File: src/rtl/div64_pkg.sv
// ----------------------------------------------------------------------------
// div64_pkg
// Shared types and defaults for the pipelined 64 by 32 integer divider.
// ----------------------------------------------------------------------------
package div64_pkg;

   localparam int DIVIDEND_BITS_DEF = 64;
   localparam int DIVISOR_BITS_DEF  = 32;

   // per-word control flags carried alongside the data through the array
   typedef struct packed {
      logic neg_quot;   // negate quotient at the end
      logic neg_rem;    // negate remainder at the end
      logic div_zero;   // divisor was zero
      logic ovf;        // signed minimum divided by minus one
   } flags_type;

endpackage

File: src/rtl/div64_cell.sv
// ----------------------------------------------------------------------------
// div64_cell
// One restoring division step: shift in a dividend bit, trial subtract,
// keep or restore, and shift the quotient bit into the word.
// ----------------------------------------------------------------------------
module div64_cell #(
   parameter int DIVIDEND_BITS = div64_pkg::DIVIDEND_BITS_DEF,
   parameter int DIVISOR_BITS  = div64_pkg::DIVISOR_BITS_DEF
) (
   input  logic                     clock,
   input  logic                     reset,
   input  logic                     up_valid,
   output logic                     up_ready,
   input  logic [DIVISOR_BITS-1:0]  rem_in_data,
   input  logic [DIVIDEND_BITS-1:0] shift_in_data,
   input  logic [DIVISOR_BITS-1:0]  div_in_data,
   input  div64_pkg::flags_type     flags_in_data,
   output logic                     dn_valid,
   input  logic                     dn_ready,
   output logic [DIVISOR_BITS-1:0]  rem_out,
   output logic [DIVIDEND_BITS-1:0] shift_out,
   output logic [DIVISOR_BITS-1:0]  div_out,
   output div64_pkg::flags_type     flags_out
);

   logic                     valid_ff, valid_in;
   logic [DIVISOR_BITS-1:0]  rem_ff, rem_in;
   logic [DIVIDEND_BITS-1:0] shift_ff, shift_in;
   logic [DIVISOR_BITS-1:0]  div_ff;
   div64_pkg::flags_type     flags_ff;
   logic [DIVISOR_BITS+1:0]  diff;
   logic                     next_bit, quot_bit;

   assign up_ready = !valid_ff || dn_ready;
   assign valid_in = up_ready ? up_valid : valid_ff;

   always_comb begin
      next_bit = shift_in_data[DIVIDEND_BITS-1];
      diff     = {1'b0, rem_in_data, next_bit} - {2'b00, div_in_data};
      if (flags_in_data.div_zero) begin
         // zero divisor: dividend bits circulate unchanged
         quot_bit = next_bit;
         rem_in   = rem_in_data;
      end else if (!diff[DIVISOR_BITS+1]) begin
         quot_bit = 1'b1;
         rem_in   = diff[DIVISOR_BITS-1:0];
      end else begin
         quot_bit = 1'b0;
         rem_in   = {rem_in_data[DIVISOR_BITS-2:0], next_bit};
      end
      shift_in = {shift_in_data[DIVIDEND_BITS-2:0], quot_bit};
   end

   always_ff @(posedge clock) begin
      if (reset) begin
         valid_ff <= 1'b0;
      end else begin
         valid_ff <= valid_in;
      end
   end

   always_ff @(posedge clock) begin
      if (up_ready && up_valid) begin
         rem_ff   <= rem_in;
         shift_ff <= shift_in;
         div_ff   <= div_in_data;
         flags_ff <= flags_in_data;
      end
   end

   assign dn_valid  = valid_ff;
   assign rem_out   = rem_ff;
   assign shift_out = shift_ff;
   assign div_out   = div_ff;
   assign flags_out = flags_ff;

endmodule

File: config.mk
export PLATFORM = sky130hd
export DESIGN_NAME = div64_cell
export DESIGN_NICKNAME = d
export VERILOG_FILES = /design/src/rtl/div64_pkg.sv /design/src/rtl/div64_cell.sv
export SDC_FILE = /design/constraint.sdc
export NUM_CORES = 1
export LEC_CHECK = 0
export ABC_AREA = 1
export BUFFER_PORTS_ARGS = -buffer_cell sky130_fd_sc_hd__buf_2
export CAP_MARGIN = 20
export CORE_UTILIZATION = 50
export DETAILED_ROUTE_END_ITERATION = 10
export PLACE_DENSITY = 0.83
export SYNTH_ARGS = -nofsm -noshare
export SYNTH_HDL_FRONTEND = slang
export SYNTH_SLANG_ARGS = --single-unit
export TNS_END_PERCENT = 1
File: constraint.sdc
create_clock -name clock -period 18.94 [get_ports clock]
set_clock_uncertainty 0.1 [all_clocks]
set_input_delay 3.788 -clock clock [delete_from_list [all_inputs] [get_ports clock]]
set_output_delay 3.788 -clock clock [all_outputs]
set_load 0.05 [all_outputs]
==> results.tsv <==
metric	value	unit
most used cell, CP	buf_2	
CTS sink count	133	
share of layout cells above drive strength 1	27.5	%
final instance area	0.00957	sq mm
class of the worst hold path	reg2reg	
Slew Limit Headroom	29.5	%
Max Cap Viol	0	
Seq/Total Area, Yosys	53.5	%
via count	6704	
Final Setup Violations	0	
synth unique cells	30	
RSZ-0062 raised after global routing	no	
# port buffers	269	
LEAKAGE	0.00501	uW
clk root buf	clkbuf_16	
fmax	123	MHz
die height	124	um
crit-path max cell delay	210	ps
M1 wire length	8550	um
Post-Syn Area	0.00745	sq mm
PwrDens	93.3	mW/mm^2
first-pass GRT wire length	31300	um
Cell Rows	44	
Hold-fix buffers, CTS	0	
Clock Latency Late Sink	420	ps
Met3 Wirelength	1770	um
critical path capture point type	output port	
max layer used	met4	
DP Area	0.00898	sq mm
CTS tree	built	
Slowest-stage cell, CP	buf_2	
Cell Chain, Critical Path	buf_2 -> inv_1 -> nand2_1 -> buf_2	
DP Worst Slack	10780	ps
number of global-route vias before repair	6181	
Hold Slack	429	ps
setup TNS	0	ps
Starting Density	51.3	%
crit path launch type	input port	
per-cell routed wire length	15.8	um
setup ws final	10790	ps
register cell area after layout	0.00398	sq mm
Post-DRT Antenna Nets	0	
io pins	270	
DR iter-0 viols	483	
TritonCTS buffer count	17	
number of warnings issued by yosys	0	
HPWL after detailed placement	16500	um
Avg Inst Size Synth	8.53	sq um
CTS resizes	0	
clk buf depth	2	
met2 wire length	10500	um
drt via density	4.98	
worst-margin pin slew	1060	ps
status	finished, final reports clean	
CTS H-tree lvls	4	
crit path DAT	4260	ps
Post-CTS Setup Repair Bufs	0	
cell count after synthesis	873	
syn_nets	1042	
most frequent cells in the layout	nand2_1 (304), buf_2 (269), inv_1 (164), edfxtp_1 (132), nor2_1 (68)	
Final Slew Violations	0	
initial antenna violation count	3	
Final Cycle Share	43.0	%
area delta synth->final	28.4	%
width of the chip	124	um
fill count	1203	
# nets final	1318	
pin count of the biggest net entering global routing	89	
Max IR drop VDD	0.0000552	V
die area	0.0154	sq mm
final hold viol count	0	
Worst Path Required	15050	ps
type of the worst setup path	in2out	
clock slew seen by the registers of the worst setup and hold paths	60	ps
crit path time final	8150	ps
Placeable Area	0.0145	sq mm
Total GRT Usage	27.5	%
FF+latch count, synth	133	
gr ovfl total	0	
WL final	21300	um
area of the multi-input gates	0.00277	sq mm
total power	893	uW
Remaining DRCs	0	
1st-pass router iterations	7	
Placer Congestion	0.911	
most common cell after layout, fill and taps aside	nand2_1	
CP max FO	2	
-- report_power, final --
group | internal (uW) | switching (uW) | leakage (uW)
combinational | 58.4 | 158 | 0.00343
clock | 194 | 128 | 0.000288
sequential | 349 | 4.58 | 0.00129
total | 602 | 291 | 0.00501
-- per-stage QoR --
stage                     utilization (%)  cells
after floorplan                         -    873
after global placement               61.8   1314
after detailed placement             61.8   1314
after CTS                            65.8   1345
after global routing                 65.8   1347
final                                65.8   1347
-- sequential cells by signal, summed over array words and instances (netlist names) --
name,cells
dn_valid,1
div_out,32
rem_out,32
shift_out,64
flags_out,4
-- cells by family (layout without fill, tap and decap cells) --
| logic type | after synthesis | count (layout) | synth area share [%] |
|---|---|---|---|
| AND/OR/NAND/NOR | 484 | 484 | 27.8 |
| AO/OA/AOI/OAI | 26 | 26 | 1.85 |
| buffers and inverters | 182 | 470 | 9.51 |
| XOR/XNOR | 15 | 15 | 1.76 |
| flip-flops | 133 | 133 | 53.5 |
| other | 0 | 2 | 0 |
| adder cells (fa/ha/maj) | 33 | 33 | 5.64 |
-- cell usage after synthesis (all sizes together) --
library cell | n | area, sq um
a21oi | 20 | 100
and2 | 4 | 25.0
and3 | 1 | 6.26
buf | 10 | 62.6
clkbuf | 6 | 22.5
clkinv | 1 | 3.75
dfxtp | 1 | 20.0
edfxtp | 132 | 3960
fa | 1 | 20.0
ha | 32 | 400
inv | 165 | 619
nand2 | 310 | 1190
nand3 | 52 | 265
nand3b | 18 | 135
nand4 | 24 | 150
nor2 | 71 | 274
nor3 | 1 | 5.00
o21ai | 3 | 15.0
o21bai | 3 | 22.5
or2 | 3 | 18.8
xnor2 | 10 | 87.6
xor2 | 5 | 43.8
-- path summary, 6_finish.rpt --
check	from	end	slack (ps)	cells past startpoint
max	dn_ready	up_ready	10790	4
min	dn_valid$_SDFFE_PP0N_	dn_valid$_SDFFE_PP0N_	430	2
max reg2reg	dn_valid$_SDFFE_PP0N_	rem_out[22]$_DFFE_PP_	16510	3
min reg2reg	dn_valid$_SDFFE_PP0N_	dn_valid$_SDFFE_PP0N_	430	2
-- metal layers --
metal	track usage (%)	vias up
met5	0	-
met4	11.0	0
met3	6.68	31
met2	47.5	266
met1	32.6	3075
li1	-	3332
-- critical path: cells and delay by family --
kind | cells | cell delay, ps
buf+inv | 3 | 410
simple gates | 1 | 70
-- cell type report --
cell class	instances	area share, %
Tap cell	184	2.41
Sequential cell	133	41.6
Clock inverter	14	1.61
Multi-Input combinational cell	558	28.9
Clock buffer	17	4.45
Timing Repair Buffer	273	14.4
Inverter	166	6.51
Antenna cell	2	0.0523
(Power assumes the default switching activity.)
