**config.mk**
```make
export PLATFORM = sky130hd
export DESIGN_NAME = div64_post
export DESIGN_NICKNAME = d
export VERILOG_FILES = /design/src/rtl/div64_pkg.sv /design/src/rtl/div64_post.sv
export SDC_FILE = /design/constraint.sdc
export NUM_CORES = 1
export LEC_CHECK = 0
export ABC_AREA = 1
export BUFFER_PORTS_ARGS = -buffer_cell sky130_fd_sc_hd__buf_4
export CAP_MARGIN = 10
export CORE_UTILIZATION = 40
export DETAILED_ROUTE_END_ITERATION = 7
export GPL_TIMING_DRIVEN = 0
export PLACE_DENSITY = 0.75
export SETUP_SLACK_MARGIN = 0.5
export SYNTH_ARGS = -nofsm -noshare
export SYNTH_HDL_FRONTEND = slang
export SYNTH_SLANG_ARGS = --single-unit
export TNS_END_PERCENT = 30
```
**constraint.sdc**
```tcl
create_clock -name clock -period 15.15 [get_ports clock]
set_input_delay 0.7575 -clock clock [delete_from_list [all_inputs] [get_ports clock]]
set_output_delay 0.7575 -clock clock [all_outputs]
set_load 0.02 [all_outputs]
```
**src/rtl/div64_pkg.sv**
```systemverilog
// ----------------------------------------------------------------------------
// div64_pkg
// Shared types and defaults for the pipelined 64 by 32 integer divider.
// ----------------------------------------------------------------------------
package div64_pkg;

   localparam int DIVIDEND_BITS_DEF = 64;
   localparam int DIVISOR_BITS_DEF  = 32;

   // per-word control flags carried alongside the data through the array
   typedef struct packed {
      logic neg_quot;   // negate quotient at the end
      logic neg_rem;    // negate remainder at the end
      logic div_zero;   // divisor was zero
      logic ovf;        // signed minimum divided by minus one
   } flags_type;

endpackage

```
**src/rtl/div64_post.sv**
```systemverilog
// ----------------------------------------------------------------------------
// div64_post
// Output stage: sign fix-up of quotient and remainder, zero-divisor result, result register.
// ----------------------------------------------------------------------------
module div64_post #(
   parameter int DIVIDEND_BITS = div64_pkg::DIVIDEND_BITS_DEF,
   parameter int DIVISOR_BITS  = div64_pkg::DIVISOR_BITS_DEF
) (
   input  logic                     clock,
   input  logic                     reset,
   input  logic                     up_valid,
   output logic                     up_ready,
   input  logic [DIVISOR_BITS-1:0]  rem_in_data,
   input  logic [DIVIDEND_BITS-1:0] shift_in_data,
   input  div64_pkg::flags_type     flags_in_data,
   output logic                     rsp_valid,
   input  logic                     rsp_stall,
   output logic [DIVIDEND_BITS-1:0] rsp_quotient,
   output logic [DIVIDEND_BITS-1:0] rsp_remainder,
   output logic                     rsp_div_by_zero,
   output logic                     rsp_overflow
);

   localparam int WideBits = (DIVIDEND_BITS > DIVISOR_BITS) ? DIVIDEND_BITS : DIVISOR_BITS;

   logic                     valid_ff, valid_in;
   logic [DIVIDEND_BITS-1:0] quot_ff, quot_in;
   logic [DIVIDEND_BITS-1:0] rem_ff, rem_in;
   logic                     dz_ff, ovf_ff;
   logic [WideBits-1:0]      rem_wide;
   logic [DIVIDEND_BITS-1:0] rem_mag;

   assign up_ready = !valid_ff || !rsp_stall;
   assign valid_in = up_ready ? up_valid : valid_ff;

   always_comb begin
      // remainder does not exceed the dividend magnitude, so it fits the result width
      rem_wide = WideBits'(rem_in_data);
      rem_mag  = rem_wide[DIVIDEND_BITS-1:0];
      if (flags_in_data.div_zero) begin
         quot_in = '0;
         rem_in  = shift_in_data;
      end else begin
         quot_in = flags_in_data.neg_quot ? (~shift_in_data + 1'b1) : shift_in_data;
         rem_in  = flags_in_data.neg_rem ? (~rem_mag + 1'b1) : rem_mag;
      end
   end

   always_ff @(posedge clock) begin
      if (reset) begin
         valid_ff <= 1'b0;
      end else begin
         valid_ff <= valid_in;
      end
   end

   always_ff @(posedge clock) begin
      if (up_ready && up_valid) begin
         quot_ff <= quot_in;
         rem_ff  <= rem_in;
         dz_ff   <= flags_in_data.div_zero;
         ovf_ff  <= flags_in_data.ovf;
      end
   end

   assign rsp_valid       = valid_ff;
   assign rsp_quotient    = quot_ff;
   assign rsp_remainder   = rem_ff;
   assign rsp_div_by_zero = dz_ff;
   assign rsp_overflow    = ovf_ff;

endmodule

```
==> run metrics <==
Max Buffers Root-to-Sink=2; cell row count=51; startpoint types=primary input; area leader, netlist=edfxtp_1; Nets=1421; Crit Path Max Fanout=5; share of layout cells above drive strength 1=24.0%; first-pass GRT wire length=43200 µm; # clock sinks=131; Max Cap Viol=0; status=completed; sequential fraction of the synthesis area=48.7%; Area contributors post-synth=edfxtp_1, nand2_1, nor2_1; register bit total from synthesis=131; worst vdd ir=0.0745 mV; core box area=19600 µm²; FF-to-FF path depth=3; Final Critical Period=2.49 ns; die footprint=20700 µm²; Max-slew headroom=44.3%; Post-Syn Area per Cell=7.62 µm²; area growth from synthesis to layout=34.6%; IO Count=236; Setup Skew=0.00973 ns; Mapped Nets=1164; reg-to-reg slack, setup=13.29 ns; post-synth top area share=48.5%; Final Non-Filler Cells=1591; synth unique cells=39; chip width=144 µm; post-CTS setup buffer count=0; Synth Cell Area=8050 µm²; Max Freq=402 MHz; most frequent cells after synthesis=nand2_1, nor2_1, edfxtp_1; Final ANT Viol Nets=0; Clock transition at path regs=0.06 ns; leakage=4.76 nW; synth warn=0; first-pass iteration count of the detailed router=5; most numerous cell in the Yosys netlist=nand2_1; Mapped Cells=1057; Async SR Flop Fraction=0%; number of synthesized flops with an enable pin=130; reg2reg end=rsp_quotient[60]$_SDFFCE_PP0P_; Synth Flop Type=edfxtp_1; Crit Path Category=in2reg; Die Y-Extent=144 µm; I/O Buffers=234; Initial Util=41.1%; Final Hold Fails=0; n_diodes=0; CTS tree=yes; vias per cell=5.29; placed cell count=1560; min-delay worst type=in2reg; DR iter-0 viols=957; vias=8422; post-cts hold buffer count=0; GRT Residual Overflow=0; Worst-Margin Slew=0.833 ns; CTS Root Cell=clkbuf_16; Setup TNS=0 ns; CP Capture Type=register; Hold Crit Endpoint=rsp_valid$_SDFFE_PP0N_; Hold Startpoint=reset; aggregate routed wire length=29100 µm; clock buffer count from CTS=17; Post-route DRC=0; RSZ-0062 raised after global routing=no; Worst Path Required=15.29 ns; final setup fails=0; Clock Latency Late Sink=0.44 ns; cell depth of the worst hold path=2; CP arrival=2.63 ns; post-CTS sizing=0; GP Congestion=0.943; final period utilization=16.4%; vias in the first global route=7805; Cell Pwr Density=99.9 nW/µm²; worst reg2reg path startpoint=rsp_valid$_SDFFE_PP0N_; initial antenna violation count=0; wire length per cell=18.3 µm; post-detail-place hpwl=23000 µm; largest net degree at the start of global routing=32; H-Tree Depth=4; Global Route Usage Sum=28.7%; fin. max-slew vios=0
-- critical path, stage by stage --
cell and delay [ns]:
buf_4 0.13, nor2_1 0.19, nand2_1 0.10, nor2_1 0.38
nand4_1 0.27, nor4_1 0.29, ha_1 0.29, a21oi_1 0.15
a22oi_1 0.09
-- placed cells by master, fill, tap and decap left out, types with 2 or more instances in the layout --
cell,instances
clkinvlp_4,3
buf_1,5
nand2_2,9
clkbuf_16,17
nand2_4,2
buf_6,2
o21ai_1,9
nor2_1,216
inv_2,4
nand2_1,260
buf_12,3
inv_1,94
nor2_4,3
a22oi_1,2
clkbuf_1,19
nand3_1,87
o21bai_1,2
buf_4,234
nand4_1,13
nor2_2,7
edfxtp_1,130
o21ai_0,79
clkinv_1,5
nor3_1,14
bufinv_16,4
ha_1,3
a21oi_1,58
a31oi_1,4
nand3_2,3
o21ai_2,12
clkinv_2,2
buf_2,6
-- layout make-up --
type                    count  area [µm²]
well taps                 265         332
multi-input cells         795        3620
flip-flops and latches    131        3920
clock buffers              19         433
inverters                 100         375
fillers                  1820        8750
clock inverters            12         164
plain buffers              31         140
repair buffers            238        1840
-- worst max-delay path by stage --
stage,start,to,slack (ns),cells after the start
after floorplan,up_valid,rsp_div_by_zero$_DFFE_PP_,7.43,2
after global placement,rsp_stall,rsp_remainder[60]$_DFFE_PP_,4.86,2
after detailed placement,rem_in_data[6],rsp_remainder[31]$_DFFE_PP_,12.31,9
after CTS,rem_in_data[6],rsp_remainder[31]$_DFFE_PP_,12.74,9
after global routing,rem_in_data[6],rsp_remainder[31]$_DFFE_PP_,12.43,9
final,rem_in_data[6],rsp_remainder[31]$_DFFE_PP_,12.66,9
-- kinds of logic (layout without fill, tap and decap cells) --
logic type,count (synthesis),in the layout,synth area share (%)
AND/OR/NAND/NOR,621,621,32.8
adder cells (fa/ha/maj),3,3,0.466
XOR/XNOR,1,1,0.109
AO/OA/AOI/OAI,170,170,11.5
buffers and inverters,131,400,6.40
flip-flops,131,131,48.7
-- flip-flops by register name (all words and copies together) (netlist names) --
| signal | flops |
|---|---|
| rsp_valid | 1 |
| rsp_remainder | 64 |
| rsp_overflow | 1 |
| rsp_quotient | 64 |
| rsp_div_by_zero | 1 |
-- layer usage --
metal	GRT usage, %	vias up	wire, µm
met5	0	-	0
met2	43.8	431	13100
met1	40.0	3900	12400
met3	5.70	51	2780
li1	-	4040	-
met4	10.6	0	764
-- power by group --
part           internal, mW  total [mW]  switching, mW
combinational        0.0779       0.213          0.135
sequential            0.432       0.441        0.00939
clock                 0.271       0.429          0.157
total                 0.781        1.08          0.302
-- per-stage QoR --
stage	setup WS (ns)	utilization, %	power, mW	hold slack [ns]	instance area [µm²]
6_report	12.66	55.3	1.08	0.483	10800
5_1_grt	12.43	55.3	1.12	0.483	10800
4_1_cts	12.74	55.3	1.08	0.471	10800
3_5_place_dp	12.31	52.3	0.658	0.552	10200
3_3_place_gp	4.86	51.8	0.659	0.477	10100
2_1_floorplan	7.43	-	0.559	0.699	8050
No activity file was read; power rests on OpenSTA's default activity.
