## src/rtl/div64_pkg.sv

```systemverilog
// ----------------------------------------------------------------------------
// div64_pkg
// Shared types and defaults for the pipelined 64 by 32 integer divider.
// ----------------------------------------------------------------------------
package div64_pkg;

   localparam int DIVIDEND_BITS_DEF = 64;
   localparam int DIVISOR_BITS_DEF  = 32;

   // per-word control flags carried alongside the data through the array
   typedef struct packed {
      logic neg_quot;   // negate quotient at the end
      logic neg_rem;    // negate remainder at the end
      logic div_zero;   // divisor was zero
      logic ovf;        // signed minimum divided by minus one
   } flags_type;

endpackage

```

## src/rtl/div64_prep.sv

```systemverilog
// ----------------------------------------------------------------------------
// div64_prep
// Input stage: operand magnitudes, sign bookkeeping and special-case flags.
// ----------------------------------------------------------------------------
module div64_prep #(
   parameter int DIVIDEND_BITS = div64_pkg::DIVIDEND_BITS_DEF,
   parameter int DIVISOR_BITS  = div64_pkg::DIVISOR_BITS_DEF
) (
   input  logic                     clock,
   input  logic                     reset,
   input  logic                     up_valid,
   output logic                     up_ready,
   input  logic                     is_signed,
   input  logic [DIVIDEND_BITS-1:0] dividend,
   input  logic [DIVISOR_BITS-1:0]  divisor,
   output logic                     dn_valid,
   input  logic                     dn_ready,
   output logic [DIVIDEND_BITS-1:0] shift_out,
   output logic [DIVISOR_BITS-1:0]  div_out,
   output div64_pkg::flags_type     flags_out
);

   localparam logic [DIVIDEND_BITS-1:0] MinDividend = {1'b1, {(DIVIDEND_BITS-1){1'b0}}};

   logic                     valid_ff, valid_in;
   logic [DIVIDEND_BITS-1:0] shift_ff, shift_in;
   logic [DIVISOR_BITS-1:0]  div_ff, div_in;
   div64_pkg::flags_type     flags_ff, flags_in;
   logic                     div_zero, neg_a, neg_b;

   assign up_ready = !valid_ff || dn_ready;
   assign valid_in = up_ready ? up_valid : valid_ff;

   always_comb begin
      div_zero = (divisor == '0);
      // a zero divisor passes the raw dividend bits through the array
      neg_a    = is_signed && dividend[DIVIDEND_BITS-1] && !div_zero;
      neg_b    = is_signed && divisor[DIVISOR_BITS-1];
      shift_in = neg_a ? (~dividend + 1'b1) : dividend;
      div_in   = neg_b ? (~divisor + 1'b1) : divisor;
      flags_in.neg_quot = neg_a ^ neg_b;
      flags_in.neg_rem  = neg_a;
      flags_in.div_zero = div_zero;
      flags_in.ovf      = is_signed && (dividend == MinDividend) && (divisor == '1);
   end

   always_ff @(posedge clock) begin
      if (reset) begin
         valid_ff <= 1'b0;
      end else begin
         valid_ff <= valid_in;
      end
   end

   always_ff @(posedge clock) begin
      if (up_ready && up_valid) begin
         shift_ff <= shift_in;
         div_ff   <= div_in;
         flags_ff <= flags_in;
      end
   end

   assign dn_valid  = valid_ff;
   assign shift_out = shift_ff;
   assign div_out   = div_ff;
   assign flags_out = flags_ff;

endmodule

```

## config.mk

```make
export PLATFORM = sky130hd
export DESIGN_NAME = div64_prep
export DESIGN_NICKNAME = d
export VERILOG_FILES = /design/src/rtl/div64_pkg.sv /design/src/rtl/div64_prep.sv
export SDC_FILE = /design/constraint.sdc
export NUM_CORES = 1
export LEC_CHECK = 0
export ABC_AREA = 1
export CAP_MARGIN = 30
export CORE_MARGIN = 8
export CORE_UTILIZATION = 65
export DETAILED_ROUTE_END_ITERATION = 10
export DONT_BUFFER_PORTS = 1
export GPL_TIMING_DRIVEN = 0
export PLACE_DENSITY = 0.81
export SLEW_MARGIN = 20
export SYNTH_ARGS = -nofsm -noshare
export SYNTH_HDL_FRONTEND = slang
export SYNTH_SLANG_ARGS = --single-unit
```

## constraint.sdc

```tcl
create_clock -name clock -period 9.2 [get_ports clock]
set_input_delay 1.84 -clock clock [delete_from_list [all_inputs] [get_ports clock]]
set_output_delay 1.84 -clock clock [all_outputs]
set_load 0.1 [all_outputs]
```

==> results.md, run 1 <==
- Largest net degree at the start of global routing: 27
- First-pass GRT wire length: 32.78 mm
- Worst r2r src: dn_valid
- Setup Fix Bufs, Post-CTS: 0
- Chip Height: 119.4 um
- Drc violations: 0
- Crit-path max FO: 2
- Final Cycle Share: 48.15%
- Hold_sp: dn_valid
- Worst path arrival time: 2.59 ns
- Ant diodes: 0
- Syn nets: 1102
- Antenna violations before repair: 0
- Post-layout util: 71.72%
- Syn Inst Count: 998
- Top delay family on crit path: simple AND/OR/NAND/NOR gates
- Max Slew Vio Count: 0
- Io pins: 203
- Post-Layout Cell Count: 1156
- Syn_area_per_cell: 6.961 um^2
- CTS buffer count: 9
- Crit path buf inv count: 1
- Die Width: 119.4 um
- GPL Wtd Cong: 1.000
- Clk_skew: 0.008630 ns
- Total Wirelength: 21.21 mm
- H-tree Lvls: 3
- HPWL after DPL: 17.48 mm
- Worst-path clk slew: 0.09 ns
- CTS tree: done
- Share of layout cells above drive strength 1: 5.196%
- Vias in the first global route: 6225
- Leakage: 3.082 nW
- Max VDD drop: 130.9 uV
- Min Tclk post-route: 4.430 ns
- Dpl cells: 1140
- CTS max path bufs: 2
- Vias per inst: 5.632
- Worst R2R Setup Slack: 7.57 ns
- Total number of vias: 6511
- CP max stage delay: 0.70 ns
- PnR Total Power: 0.001190 W
- Synth Cell Area: 6947 um^2
- Crit path capture type: output pin
- Worst path depth: 2
- CTS Root Cell: clkbuf_8
- Endpoints failing setup: 0
- Hold Crit Class: reg -> reg
- Worst-margin pin slew: 0.9586 ns
- Hold-fix buffers, CTS: 0
- Fmax: 0.2257 GHz
- Overflow after GRT: 0
- Iter 0 DRT Violations: 696
- Max-Cap Viols: 0
- Core Area: 10370 um^2
- Starting Density: 66.99%
- Rows: 37
- Rel. slew slack: 36.22%
- Slowest stage cell, crit path: nand2_1
- Avg WL per Cell: 18.35 um
- Flops & latches, synth: 101
- Synth-to-Final Area Change: 7.060%
- Worst Path Required: 7.36 ns
- Post-cts sizing count: 0
- Setup TNS: 0 ns
- Die area: 14250 um^2
- CP Launch Type: primary input
- CP Cell Sequence: inv_1 > nand2_1
- Cell variety after synth: 32
- GRT Total Usage: 29.11%
- Hold Crit Depth: 2
- RR Endpoint: shift_out[11]
- Drt first pass iters: 8
- Outcome: finished clean
- Port Buffers: 0
- Crit Path Class: in -> out
- Worst Hold End: shift_out[52]
- Layout Nets: 1119
- Yosys warns: 0
- Hold Fails Final Rpt: 0
- Reg2Reg Depth: 4
- Clock latency on the worst-skew pair: 0.36 ns
- Antenna violation net count after detailed routing: 0
- Register area share after synthesis: 43.52%
- RSZ-0062 raised after global routing: no
- Clock sink total: 101
- PwrDens: 160.0 nW/um^2
==> stage by stage <==
step / setup slack (ns) / instance area (um^2) / hold slack [ns]
4_1_cts: 4.762 / 7437 / 0.9131
2_1_floorplan: 1.902 / 6947 / 1.651
3_3_place_gp: 0.4062 / 7117 / 1.694
6_report: 4.770 / 7437 / 0.8943
3_5_place_dp: 4.762 / 7277 / 0.8839
5_1_grt: 4.745 / 7437 / 0.9492
==> cells in the mapped netlist <==
cell type  number  area [um^2]
a21boi_0        1        7.510
a21oi_1         2        10.01
and2_1          1        6.260
and3_1          1        6.260
buf_1           1        3.750
buf_2           6        30.03
buf_6           7        78.83
clkbuf_1        2        7.510
dfxtp_1         1        20.02
edfxtp_1      100         3003
ha_1            3        37.54
inv_1          75        281.5
inv_2           5        18.77
nand2_1       455         1708
nand2_2         2        12.51
nand2_4         1        11.26
nand3_1        49        245.2
nand3_2         1        10.01
nand3b_1        1        7.510
nand4_1        12        75.07
nor2_1        183        686.9
nor2_2         11        68.82
nor2_4          1        11.26
nor3_1          4        20.02
nor3b_1         1        7.510
nor4_1          3        18.77
o21ai_0        12        60.06
o21ai_1         1        5.000
o21bai_1        1        7.510
o31ai_1         1        7.510
xnor2_1        23        201.4
xor2_1         31        271.5
==> logic make-up (layout without fill, tap and decap cells) <==
group                      Yosys count  after routing  share of synthesized area (%)
AOI/OAI and AO/OA                   18             18                          1.405
xor gates and xnor gates            54             54                          6.808
adders and majority gates            3              3                         0.5404
buffers and inverters               96            118                          6.052
DFF                                101            101                          43.52
and+or+nand+nor                    726            726                          41.68
==> cell usage in the layout, fill, tap and decap left out <==
cell	n
nand3_1	49
a21boi_0	1
ha_1	3
o21ai_0	12
nand3b_1	1
clkbuf_1	5
nor3_1	4
nor2_2	11
nand2_4	1
dfxtp_1	1
nor2_4	1
clkinvlp_4	1
nand4_1	12
o21bai_1	1
nor2_1	183
o21ai_1	1
nand2_1	455
buf_6	8
nand3_2	1
and2_1	1
clkinv_2	1
clkinv_1	1
inv_2	5
nor4_1	3
o31ai_1	1
and3_1	1
xor2_1	31
buf_2	6
xnor2_1	23
nand2_2	2
buf_1	1
inv_1	75
a21oi_1	1
clkinv_4	1
edfxtp_1	100
a21oi_4	1
nor3b_1	1
buf_16	5
clkbuf_8	9
==> final cells by class <==
type	instances	area (um^2)
multi-input cells	801	3515
flip-flops and latches	101	3023
fillers	898	2933
inverters	80	300.3
well taps	136	170.2
repair buffers	6	148.9
clock buffers	12	135.1
plain buffers	16	120.1
clock inverters	4	25.02
==> flip-flops by register name, summed over array words and instances, names as in the netlist <==
name       cells
dn_valid       1
shift_out     64
flags_out      4
div_out       32
==> report_power, final <==
part	total, W	internal, W	switching, W
Combinational	0.000134	0.0000503	0.0000842
Sequential	0.000806	0.000552	0.000253
Clock	0.000250	0.0000981	0.000151
Total	0.00119	0.000701	0.000489
==> per-layer routing <==
metal,part of all wire [%],up-vias,track usage (%)
met3,13,45,10.77
li1,-,3164,-
met1,38,2939,33.65
met5,0,-,0
met2,47,363,48.58
met4,3.0,0,10.69
==> worst max path at each step <==
stage | slack [ns] | to | from
final | 4.77 | up_ready | dn_ready
after global routing | 4.75 | up_ready | dn_ready
after CTS | 4.76 | up_ready | dn_ready
after detailed placement | 4.76 | up_ready | dn_ready
after global placement | 0.41 | shift_out[5] | up_valid
after floorplan | 1.90 | div_out[0] | up_valid
Power figures use the tool's default switching activity.
==> inputs of run 2 (changes only) <==
--- a/config.mk
+++ b/config.mk
@@ -5,14 +5,14 @@
 export SDC_FILE = /design/constraint.sdc
 export NUM_CORES = 1
 export LEC_CHECK = 0
-export ABC_AREA = 1
+export ABC_AREA = 0
 export CAP_MARGIN = 30
 export CORE_MARGIN = 8
-export CORE_UTILIZATION = 65
+export CORE_UTILIZATION = 58
 export DETAILED_ROUTE_END_ITERATION = 10
 export DONT_BUFFER_PORTS = 1
 export GPL_TIMING_DRIVEN = 0
-export PLACE_DENSITY = 0.81
+export PLACE_DENSITY = 0.76
 export SLEW_MARGIN = 20
 export SYNTH_ARGS = -nofsm -noshare
 export SYNTH_HDL_FRONTEND = slang
==> constraint.sdc (replaced) <==
create_clock -name clock -period 3.8 [get_ports clock]
set_input_delay 0.76 -clock clock [delete_from_list [all_inputs] [get_ports clock]]
set_output_delay 0.76 -clock clock [all_outputs]
set_load 0.1 [all_outputs]
==> results.md, run 2 <==
- Filler cells: 729 (-19%)
- Slowest stage cell, crit path: o41ai_4
- Crit Path Class: in -> reg
- Max VDD drop: 236.2 uV (+80%)
- Clock latency on the worst-skew pair: 0.36 ns (about the same)
- Worst-margin pin slew: 0.9639 ns (+0.005285 ns)
- CTS max path bufs: 2 (unchanged)
- Number of flops mapped to enable cells by yosys: 100 (unchanged)
- Worst Path Required: 3.91 ns (-3.45 ns)
- Setup Fix Bufs, Post-CTS: 0 (unchanged)
- Worst-path clk slew: 0.10 ns (about the same)
- Hold_sp: reset
- Chip Height: 112.2 um (-6.0%)
- Outcome: finished clean
- Crit-path max FO: 10 (+8)
- Max-Cap Viols: 0 (unchanged)
- Worst path arrival time: 3.02 ns (+0.43 ns)
- Worst R2R Setup Slack: 1.44 ns (-6.13 ns)
- Cell area after layout: 5764 um^2 (-22%)
- CP Cell Sequence: inv_1 > ha_1 > nor3b_1 > nand4_1 > o41ai_4 > buf_6 > buf_6 > a31oi_1 > xor2_1
- Max Slew Vio Count: 0 (unchanged)
- Min Tclk post-route: 2.912 ns
- Layout Nets: 583 (-48%)
- Die Width: 112.2 um (-6.0%)
- Hold Crit Depth: 1 (-1)
- Vias per inst: 6.461 (+15%)
- First-pass GRT wire length: 20.58 mm (-37%)
- Total number of vias: 3844 (-41%)
- Reg2Reg Depth: 4 (unchanged)
- Flops & latches, synth: 101 (unchanged)
- Clk_skew: 0.01145 ns (+0.002822 ns)
- Endpoints failing setup: 0 (unchanged)
- H-tree Lvls: 3 (unchanged)
- Largest register FFs: 64 (unchanged)
- Antenna violations before repair: 0 (unchanged)
- Comb pwr share: 7.8% (-3.5 points)
- Antenna violation net count after detailed routing: 0 (unchanged)
- Ant diodes: 0 (unchanged)
- Share of layout cells above drive strength 1: 7.438% (+2.2 points)
- Worst Hold End: dn_valid
- Largest net degree at the start of global routing: 55 (+100%)
- Die area: 12600 um^2 (-12%)
- Yosys warns: 0 (unchanged)
- Drc violations: 0 (unchanged)
- HPWL after DPL: 10.82 mm (-38%)
- Synth Cell Area: 5373 um^2 (-23%)
- CP max stage delay: 0.56 ns (-0.14 ns)
- Leakage: 1.912 nW (-38%)
- Avg WL per Cell: 23.27 um (+27%)
- Dpl ws: 0.4097 ns (-4.352 ns)
- Synth area leaders: edfxtp_1, xor2_1, xnor2_1
- Commonest non-fill, non-tap cell in the layout: edfxtp_1
- PwrDens: 493.7 nW/um^2 (+210%)
- Synth-to-Final Area Change: 7.289%
- Post-layout util: 63.28% (-8.4 points)
- CTS Root Cell: clkbuf_8
- Async S/R FF share, synth: 0% (unchanged)
- Final WS setup: 0.8885 ns (-3.882 ns)
- CTS tree: done
- CP Launch Type: primary input
- PnR Total Power: 0.002846 W (+140%)
- Hold Crit Class: in -> reg
- RSZ-0062 raised after global routing: no
- RR Endpoint: shift_out[12]
- Io pins: 203 (unchanged)
- Drt first pass iters: 5 (-3)
- Crit path capture type: register
- Register area share after synthesis: 56.26% (+13 points)
- Top-area cell type share of the netlist area: 55.89% (+13 points)
- Sequential share of power: 70.7% (+3.0 points)
- GPL Wtd Cong: 0.8789 (-12%)
- Overflow after GRT: 0 (unchanged)
- Top cell by count, worst path: buf_6
- Hold Fails Final Rpt: 0 (unchanged)
- Cell variety after synth: 39 (+22%)
- Worst r2r src: dn_valid
- Pint: 0.001689 W (+140%)
- Core Area: 9109 um^2 (-12%)
- Port Buffers: 0 (unchanged)
- Rel. slew slack: 35.65% (-0.57 points)
- Syn Inst Count: 462 (-54%)
- Fmax: 0.3435 GHz
- Commonest cells after routing, fill and taps aside: edfxtp_1, xor2_1, xnor2_1
- Post-synth top area cell: edfxtp_1
- Synth Flop Type: edfxtp_1
- Sw Share: 40.66% (-0.42 points)
- Vias in the first global route: 3753 (-40%)
- Syn_area_per_cell: 11.63 um^2 (+67%)
- Count leader, synth: edfxtp_1
- GRT Total Usage: 21.04% (-8.1 points)
- Post-cts sizing count: 0 (unchanged)
- Switching power: 0.001157 W (+140%)
- Synth cell count leaders: edfxtp_1, xor2_1, xnor2_1
- Clock sink total: 101 (unchanged)
- Syn nets: 566 (-49%)
- WHS: 0.4642 ns (-0.4301 ns)
- Starting Density: 58.98% (-8.0 points)
- Total Wirelength: 13.84 mm (-35%)
- Rows: 35 (-5.4%)
- Final Cycle Share: 76.62%
- Hold-fix buffers, CTS: 0 (unchanged)
- Clk network pwr share: 21.5% (+0.5 points)
- CTS buffer count: 9 (unchanged)
- Iter 0 DRT Violations: 325 (-53%)
- Placed cell areas: 5573 um^2 (-23%)
run 2: final cells by class:
| class | count | area, um^2 | area share, % |
|---|---|---|---|
| flip-flops and latches | 101 | 3023 | 52.44 |
| multi-input cells | 336 | 2218 | 38.48 |
| well taps | 111 | 138.9 | 2.409 |
| clock buffers | 10 | 127.6 | 2.214 |
| plain buffers | 10 | 77.57 | 1.346 |
| repair buffers | 6 | 76.32 | 1.324 |
| inverters | 15 | 56.30 | 0.9768 |
| clock inverters | 6 | 46.29 | 0.8031 |
run 2: cell families (layout without fill, tap and decap cells):
family,Yosys count,count (layout),synth area share [%]
xor+xnor,90,90,14.67
flops,101,101,56.26
buf+inv,25,47,2.492
compound gates,84,84,10.04
fa+ha+maj,3,3,0.6987
simple gates,159,159,15.84
run 2: worst max path at each step:
stage	start	to	depth (start not counted)
6_report	divisor[1]	shift_out[57]	9
4_1_cts	dividend[29]	shift_out[56]	5
2_1_floorplan	dn_valid	div_out[0]	2
3_3_place_gp	dn_valid	shift_out[55]	2
5_1_grt	divisor[1]	shift_out[57]	9
3_5_place_dp	dividend[29]	shift_out[56]	5
run 2: worst max-delay path: cells and delay by family:
family | cells | cell delay (ns)
compound gates | 2 | 0.63
xor+xnor | 1 | 0.18
fa+ha+maj | 1 | 0.16
buf+inv | 3 | 0.44
simple gates | 2 | 0.85
run 2: metrics by stage:
| stage | setup TNS, ns | cells |
|---|---|---|
| after global placement | -3.638 | 573 |
| final | 0 | 595 |
| after CTS | 0 | 592 |
| after detailed placement | 0 | 576 |
| after floorplan | 0 | 462 |
| after global routing | 0 | 595 |
run 2: routing by layer:
layer / wire [um] / GRT usage [%]
met5: 0 / 0
met1: 4992 / 22.26
met2: 6965 / 36.37
met4: 160 / 6.655
met3: 1725 / 9.930
run 2: power by group through the flow:
stage	Sequential, W	Clock (W)	Combinational [W]
after global routing	0.00202	0.000662	0.000245
after global placement	0.00204	0	0.000206
after detailed placement	0.00204	0	0.000222
after CTS	0.00202	0.000627	0.000223
final	0.00201	0.000611	0.000222
after floorplan	0.00202	0	0.000175
==> inputs of run 3 (changes only) <==
--- a/config.mk
+++ b/config.mk
@@ -8,11 +8,11 @@
 export ABC_AREA = 0
 export CAP_MARGIN = 30
 export CORE_MARGIN = 8
-export CORE_UTILIZATION = 58
+export CORE_UTILIZATION = 64
 export DETAILED_ROUTE_END_ITERATION = 10
 export DONT_BUFFER_PORTS = 1
 export GPL_TIMING_DRIVEN = 0
-export PLACE_DENSITY = 0.76
+export PLACE_DENSITY = 0.8
 export SLEW_MARGIN = 20
 export SYNTH_ARGS = -nofsm -noshare
 export SYNTH_HDL_FRONTEND = slang
==> constraint.sdc (replaced) <==
create_clock -name clock -period 2.7 [get_ports clock]
set_input_delay 0.54 -clock clock [delete_from_list [all_inputs] [get_ports clock]]
set_output_delay 0.54 -clock clock [all_outputs]
set_load 0.1 [all_outputs]
==> results.md, run 3 (synthesized netlist as in run 2, its figures left out) <==
- Largest register FFs: 64 (unchanged)
- Met3 Track Usage GR: 10.30% (+0.37 points)
- Rows: 33 (-5.7%)
- GPL Wtd Cong: 0.9000 (+2.4%)
- Multi-input logic area: 2236 um^2 (+0.79%)
- Rel. slew slack: 35.02% (-0.63 points)
- Iter 0 DRT Violations: 263 (-19%)
- Fmax: 0.4011 GHz
- Worst path arrival time: 2.60 ns (-0.42 ns)
- Overflow after GRT: 0 (unchanged)
- RSZ-0062 raised after global routing: no
- Die area: 11580 um^2 (-8.1%)
- Crit Path Class: in -> reg
- CTS max path bufs: 2 (unchanged)
- Crit path capture type: register
- Synth-to-Final Area Change: 7.639%
- First-pass GRT wire length: 21.00 mm (+2.1%)
- Hold-fix buffers, CTS: 0 (unchanged)
- Largest net degree at the start of global routing: 56 (+1.8%)
- Met1 Use GR: 26.89% (+4.6 points)
- Endpoints failing setup: 0 (unchanged)
- Drt first pass iters: 5 (unchanged)
- Worst Path Required: 2.80 ns (-1.11 ns)
- Min Tclk post-route: 2.493 ns
- Filler cells: 565 (-22%)
- Max VDD drop: 434.2 uV (+84%)
- Clock sink total: 101 (unchanged)
- CP Launch Type: primary input
- Vias per inst: 6.628 (+2.6%)
- Final Cycle Share: 92.35%
- Max-Cap Viols: 0 (unchanged)
- H-tree Lvls: 3 (unchanged)
- CTS tree: done
- CTS buffer count: 9 (unchanged)
- Setup TNS: 0 ns (unchanged)
- Core Area: 8175 um^2 (-10%)
- Post-layout util: 70.74% (+7.5 points)
- Hold Fails Final Rpt: 0 (unchanged)
- Met2 usage: 37.81% (+1.4 points)
- PwrDens: 717.1 nW/um^2 (+45%)
- Max Slew Vio Count: 0 (unchanged)
- Commonest non-fill, non-tap cell in the layout: edfxtp_1
- CTS Root Cell: clkbuf_8
- Layout Nets: 582 (-0.17%)
- Io pins: 203 (unchanged)
- Drc violations: 0 (unchanged)
- Vias in the first global route: 3855 (+2.7%)
- Port Buffers: 0 (unchanged)
- Worst-margin pin slew: 0.9768 ns (+0.01287 ns)
- Total Wirelength: 14.23 mm (+2.8%)
- Hold Crit Depth: 1 (unchanged)
- Chip Height: 107.6 um (-4.1%)
- Worst-path clk slew: 0.10 ns (about the same)
- Share of layout cells above drive strength 1: 8.282% (+0.84 points)
- Total number of vias: 3897 (+1.4%)
- Clock latency on the worst-skew pair: 0.36 ns (about the same)
- HPWL after DPL: 10.95 mm (+1.2%)
- Reg2Reg Depth: 3 (-1)
- Avg WL per Cell: 24.19 um (+4.0%)
- Ant diodes: 0 (unchanged)
- Antenna violation net count after detailed routing: 0 (unchanged)
- Antenna violations before repair: 0 (unchanged)
- Clk_skew: 0.008748 ns (-0.002704 ns)
- Outcome: finished clean
- Crit-path max FO: 10 (unchanged)
- GR peak layer: met2
- Hold Crit Class: in -> reg
- Starting Density: 65.72% (+6.7 points)
- GRT Total Usage: 23.59% (+2.5 points)
- Commonest cells after routing, fill and taps aside: edfxtp_1, xor2_1, xnor2_1
- Register area: 3024 um^2 (about the same)
- Die Width: 107.6 um (-4.1%)
- Leakage: 1.940 nW (+1.5%)
==> run 3: final cells by class <==
class | instances | share of cell area [%]
buffer | 10 | 1.341
sequential | 101 | 52.29
inverter | 15 | 0.9736
clock inverter | 7 | 1.406
multi-input combinational | 336 | 38.66
clock buffer | 9 | 2.142
tap | 105 | 2.272
timing repair buffer | 5 | 0.9087
==> run 3: critical path, stage by stage <==
cell	delay [ns]
inv_1	0.04
ha_1	0.16
nor3b_1	0.40
nand4_1	0.16
buf_4	0.20
o41ai_4	0.45
buf_6	0.22
buf_6	0.17
a31oi_1	0.07
xor2_1	0.18
==> run 3: metal layers <==
layer  part of all wire (%)  wire (um)
met4                    2.6        364
met1                     35       5045
met2                     48       6798
met3                     14       2017
met5                      0          0
==> run 3: per-stage QoR <==
step | setup slack [ns] | power, W | std cells | area, um^2 | hold slack, ns
after CTS | 0.01114 | 0.004166 | 584 | 5752 | 0.2134
after detailed placement | -0.5240 | 0.003183 | 568 | 5537 | 0.6151
after floorplan | 0.1153 | 0.003087 | 462 | 5378 | 0.6091
final | 0.2066 | 0.004147 | 588 | 5783 | 0.2303
after global routing | 0.05137 | 0.004257 | 588 | 5783 | 0.2148
after global placement | -0.4316 | 0.003163 | 567 | 5509 | 0.6095
==> run 3: final timing paths <==
kind | start | to | slack [ns]
setup / recovery | divisor[1] | shift_out[62] | 0.21
hold / removal | reset | dn_valid | 0.23
setup reg to reg | dn_valid | shift_out[33] | 0.33
hold reg to reg | dn_valid | dn_valid | 1.18
==> run 3: report_power, final <==
group	internal, W	switching, W	leakage (nW)
clock network	0.000444	0.000556	0.106
registers	0.00190	0.000936	0.978
logic	0.000132	0.000180	0.857
==> run 3: timing repair <==
item	in CTS	in global routing
pin swaps	1	1
gates resized for setup	2	1
setup endpoints to repair	69	41
buffers inserted	0	2
